[src/rtl/lwsc_pkg.sv]
// ----------------------------------------------------------------------------
// lwsc_pkg
// Shared types, codes and defaults for the sector cache tag block.
// ----------------------------------------------------------------------------
package lwsc_pkg;

	localparam int WAYS_DEF              = 32;
	localparam int SECTOR_BYTES_DEF      = 4096;
	localparam int FILES_DEF             = 16;
	localparam int SECTOR_INDEX_BITS_DEF = 20;

	localparam int FID_W   = 4;
	localparam int SEC_W   = 20;
	localparam int LEN_W   = 32;
	localparam int WAY_W   = 5;
	localparam int BYTES_W = 13;

	localparam logic [1:0] CMD_READ    = 2'd0;
	localparam logic [1:0] CMD_WRITE   = 2'd1;
	localparam logic [1:0] CMD_FLUSH   = 2'd2;
	localparam logic [1:0] CMD_RELEASE = 2'd3;

	localparam logic [1:0] KIND_ACCESS = 2'd0;
	localparam logic [1:0] KIND_WB     = 2'd1;
	localparam logic [1:0] KIND_DONE   = 2'd2;

	localparam logic [1:0] MAP_NONE     = 2'd0;
	localparam logic [1:0] MAP_MAPPED   = 2'd1;
	localparam logic [1:0] MAP_MODIFIED = 2'd2;

	typedef struct packed {
		logic [1:0]       cmd;
		logic [FID_W-1:0] file_id;
		logic [SEC_W-1:0] sector_index;
		logic [LEN_W-1:0] file_length;
	} req_item_t;

	typedef struct packed {
		logic [1:0]         kind;
		logic [WAY_W-1:0]   way;
		logic               hit;
		logic               fill;
		logic [FID_W-1:0]   wb_file;
		logic [SEC_W-1:0]   wb_sector;
		logic [BYTES_W-1:0] wb_bytes;
		logic               last;
	} rsp_item_t;

	// request to the clip unit
	typedef struct packed {
		logic             load;
		logic [SEC_W-1:0] sector;
		logic [LEN_W-1:0] len;
	} clip_req_t;

	// answer of the clip unit, valid the cycle after load
	typedef struct packed {
		logic               need;
		logic [BYTES_W-1:0] bytes;
	} clip_rsp_t;

endpackage

[src/rtl/lwsc_clip.sv]
// ----------------------------------------------------------------------------
// lwsc_clip
// Sector offset multiply, then length compare and clip to one sector.
// ----------------------------------------------------------------------------
module lwsc_clip #(
	parameter int SECTOR_BYTES = lwsc_pkg::SECTOR_BYTES_DEF,
	parameter int SW           = lwsc_pkg::SEC_W
) (
	input  logic                clk,
	input  lwsc_pkg::clip_req_t req,
	output lwsc_pkg::clip_rsp_t rsp
);
	localparam int SBW = $clog2(SECTOR_BYTES + 1);
	localparam int OW  = SW + SBW;
	localparam int DW  = ((OW > lwsc_pkg::LEN_W) ? OW : lwsc_pkg::LEN_W) + 1;

	logic [OW-1:0] off_q;
	logic [DW-1:0] diff;

	// byte offset of the sector start
	always_ff @(posedge clk) begin
		if (req.load) begin
			off_q <= OW'(req.sector[SW-1:0]) * OW'(SECTOR_BYTES);
		end
	end

	assign diff = DW'(req.len) - DW'(off_q);

	always_comb begin
		rsp.need  = !diff[DW-1] && (diff != '0);
		rsp.bytes = (diff > DW'(SECTOR_BYTES)) ? lwsc_pkg::BYTES_W'(SECTOR_BYTES)
		                                       : lwsc_pkg::BYTES_W'(diff);
	end
endmodule
[config.mk]
export PLATFORM = sky130hd
export DESIGN_NAME = lwsc_clip
export DESIGN_NICKNAME = d
export VERILOG_FILES = /design/src/rtl/lwsc_pkg.sv /design/src/rtl/lwsc_clip.sv
export SDC_FILE = /design/constraint.sdc
export NUM_CORES = 1
export LEC_CHECK = 0
export ABC_AREA = 0
export BUFFER_PORTS_ARGS = -buffer_cell sky130_fd_sc_hd__buf_2
export CAP_MARGIN = 25
export CORE_ASPECT_RATIO = 0.9
export CORE_MARGIN = 5
export CORE_UTILIZATION = 48
export CTS_CLUSTER_SIZE = 30
export DETAILED_ROUTE_END_ITERATION = 12
export PLACE_DENSITY = 0.79
export SETUP_SLACK_MARGIN = 0.05
export SLEW_MARGIN = 20
export SYNTH_ARGS = -nofsm -noshare
export SYNTH_HDL_FRONTEND = slang
export SYNTH_SLANG_ARGS = --single-unit
[constraint.sdc]
create_clock -name clk -period 3.7 [get_ports clk]
set_input_delay 0.74 -clock clk [delete_from_list [all_inputs] [get_ports clk]]
set_output_delay 0.74 -clock clk [all_outputs]
set_load 0.02 [all_outputs]
==> summary.txt <==
Run status
  • Status: finished with violations
  • Failing checks: setup timing

Clocking
  • CTS Buf Count: 3
  • Clock slew at reported path FFs: 70 ps
  • CTS tree: done
  • TritonCTS Sinks: 20
  • Level count of the clock H-tree: 1
  • Clock root buffer: clkbuf_8
  • Clock Path Buffers: 2

Placement
  • Area after DPL: ~3200 sq um
  • IO buf count: 67
  • GPL Wtd Cong: between 0.9 and 1
  • Hpwl dp: around 5300 microns

Pwr
  • Internal: about 0.63 mW
  • Sw Ratio: 37.57%
  • Switching power: 0.3776 mW
  • Sequential fraction of design power: between 20% and 30%
  • Pleak: around 1.6 nW
  • Combinational share of power: 59.0%
  • Peak supply drop: between 0.0002 and 0.00025 V
  • Clock share of power: between 10 and 15%
  • P per Cell Area: around 280 nW/um^2

Worst setup path
  • Worst-path fanout max: 5
  • Crit path from: req[12]
  • Critical Path RT: around 3000 ps
  • Critical Path AT: 3400 ps
  • Critical Path End Type: output pin
  • Worst Setup Path Type: primary input to output pin
  • CP startpoint kind: primary input
  • End of the critical path: rsp[7]

Logic synthesis
  • XOR/XNOR Fraction of Synth Area: under 10%
  • Yosys top cell area share: a little over a quarter
  • Cell accounting for the most synthesized area: edfxtp_1
  • Compound-Gate Fraction of Synth Area: 24.36%
  • Top cells by area, synth: edfxtp_1 (27%), ha_1 (11%), a21oi_1 (4.4%)
  • Yosys cell types: 60
  • Post-synthesis mux area share: under 10%
  • Netlist Area Pre-Place: 2265 sq um
  • Post-Synth Simple-Gate Area: between 20% and 30%
  • Synthesis Warnings: 0
  • Number of synthesized flops with an enable pin: 20
  • Async set-reset flop share out of synthesis: 0%
  • Synth Flop Type: edfxtp_1
  • Sequential area share after synthesis: a little over a quarter
  • Cells after Synth: approximately 260
  • Mapped Nets: 336
  • Avg Cell Area, Syn: a little under 9 sq um
  • Synth Area in Adders: a little under an eighth
  • Seq cells post-synth: 20
  • Largest family of logic cells by synthesized area: simple AND/OR/NAND/NOR gates

GRT
  • First-pass GRT wire length: around 11000 microns
  • Total Routing Usage GR: between 20% and 30%
  • Vias in the first global route: 2486
  • GR Util met2: just over 40%
  • Antenna violations before repair: 0
  • GR Util met3: about 2.4%
  • Congestion Overflow GR: 0
  • Busiest grt layer: met2
  • Met1 usage: 27.98%
  • Largest net degree at the start of global routing: 21

Detailed routing
  • DR WL/cell: roughly 16 microns
  • Via count: 2562
  • DRT Pass-1 Iters: 5
  • Final routed DRC violation total: 0
  • Vias per cell: approximately 5.7
  • Post-route ant nets: 0
  • 1st-iter DRT viols: ~170
  • Final WL: ~7200 microns

Die
  • Die height: roughly 75 microns
  • Row Count: 23
  • Initial Utilization: 50.12%
  • Die width: between 80 and 90 microns
  • Die ar.: 6194 sq um
  • Core area: 4518 sq um
  • Total I/O pin count: about 70

Finish
  • Synth-to-Final Area Change: 56.46%
  • Nets: about 470
  • Number of antenna diodes: 0
  • Largest register FFs: 20
  • Reg with most FFs: off_q
  • Layout cells sized above 1: 50.39%
  • Top flop regs: off_q (20)
  • Fillers: roughly 320
  • Post-Route Utilization: around four fifths
  • Design area: between 3000 and 4000 sq um

Job
  • Max Cap Viol: 0

Timing
  • RSZ-0062 raised after global routing: yes
  • Final setup violation count: 14
  • Final min period: a little over 4000 ps
  • Fin. Hold Viols: 0
  • Maximum clock frequency: 241.6 MHz
  • Max_slew headroom: roughly three fifths
  • Worst-margin pin slew: between 600 and 700 ps
  • Final worst slack: -438.6 ps
  • Crit share post-route: 111.9%
  • Final max-slew violation count: 0

Worst hold path
  • Tightest Hold Check Type: primary input to flop
## cell families (layout without fill, tap and decap cells)
family | after synthesis | after routing
and+or+nand+nor | 99 | 100
buffers and inverters | 36 | 163
adders and majority gates | 21 | 21
muxes | 7 | 7
xor gates and xnor gates | 5 | 5
AOI/OAI and AO/OA | 73 | 73
DFF | 20 | 20
## stage by stage
step | setup slack [ps] | total power, mW | std cells | TNS [ps] | hold slack (ps)
after global routing | -568.0 | 1.070 | 451 | -6706 | 644.2
after CTS | -355.9 | 0.9771 | 449 | -4380 | 653.5
final | -438.6 | 1.005 | 451 | -5178 | 659.4
after global placement | -481.9 | 0.7699 | 436 | -6406 | 916.4
after detailed placement | -600.3 | 0.7824 | 436 | -7909 | 918.3
after floorplan | -208.6 | 0.5991 | 261 | -2386 | 838.9
## power by group through the flow
stage          registers [mW]  clock network [mW]  logic (mW)
2_1_floorplan           0.278                   0       0.321
3_3_place_gp            0.279                   0       0.491
3_5_place_dp            0.280                   0       0.503
4_1_cts                 0.275               0.144       0.558
5_1_grt                 0.277               0.156       0.638
6_report                0.275               0.138       0.593
## synthesized netlist by cell type, types with 2 or more instances
cell type  count
o21ai_1        2
o21bai_1       2
o21ai_0       13
or3_1          4
clkbuf_1       4
mux2_2         5
o211a_1        2
a21oi_2        3
nand3_1       11
o21a_1         5
nor4_1        12
buf_6          4
edfxtp_1      20
xnor2_1        4
inv_1         26
a21o_1         3
mux2i_1        2
or4b_1         2
ha_1          20
nand3b_1       2
nor2_1        14
nand4_1        4
a21oi_1       20
nand2_1       24
and2_1         6
nand2b_1       4
nor3_1         7
a211oi_1       4
## critical path, cell delays in order
cell      delay [ps]
buf_8             90
inv_12            30
ha_4             150
fa_2             340
nand2b_4         160
a211oi_4         270
nor2_2            70
o31a_1           340
mux2i_1          250
o21ai_1          120
buf_4            150
nor4_4           350
and2_4           220
buf_6            110
## worst min-delay path by stage
stage | from | endpoint | cells past startpoint
floorplan | req[32] | off_q[12]$_DFFE_PP_ | 0
global placement | req[44] | off_q[24]$_DFFE_PP_ | 1
detailed placement | req[49] | off_q[29]$_DFFE_PP_ | 1
CTS | req[48] | off_q[28]$_DFFE_PP_ | 1
global route | req[50] | off_q[30]$_DFFE_PP_ | 1
finish | req[50] | off_q[30]$_DFFE_PP_ | 1
## timing repair
item | 4_1_cts | 5_1_grt
gates cloned | 0 | 1
setup buffers | 10 | 1
gates resized for setup | 41 | 17
pin swaps | 26 | 6
hold endpoints to repair | 0 | 0
setup endpoints to repair | 14 | 14
hold buffers | 0 | 0
## area by class of cell
cell class	instances	area (sq um)	share of cell area, %
sequential	20	600.6	16.95
clock buffer	3	41.29	1.165
timing repair buffer	134	927.1	26.17
tap	62	77.57	2.189
multi-input combinational	206	1787	50.42
inverter	26	110.1	3.107
## metal layers
layer / vias to the layer above / share of wire [%]
li1: 1243 / -
met1: 1202 / 42
met2: 101 / 50
met3: 16 / 5.4
met4: 0 / 2.4
met5: - / 0
## cells in the final DEF, fill, tap and decap left out, types with 2 or more instances in the layout
master	instances
buf_4	70
buf_2	53
inv_1	25
nand2_1	23
edfxtp_1	20
a21oi_1	19
ha_1	15
nor2_1	10
o21ai_0	10
buf_6	9
nor3_1	6
nand3_1	6
nor4_4	6
o21a_1	5
nand3_2	5
nand4_1	4
o21ai_1	4
or3_1	4
mux2_2	4
xnor2_1	4
nor4_1	4
and2_4	4
nor2_2	3
a211oi_1	3
a21oi_2	3
nand2b_1	3
a21o_1	3
nor4_2	3
ha_4	3
clkbuf_8	3
a21oi_4	2
and2_1	2
o211a_1	2
a2111oi_4	2
mux2i_1	2
nand3b_1	2
or2_4	2
ha_2	2
Power figures use the tool's default switching activity.
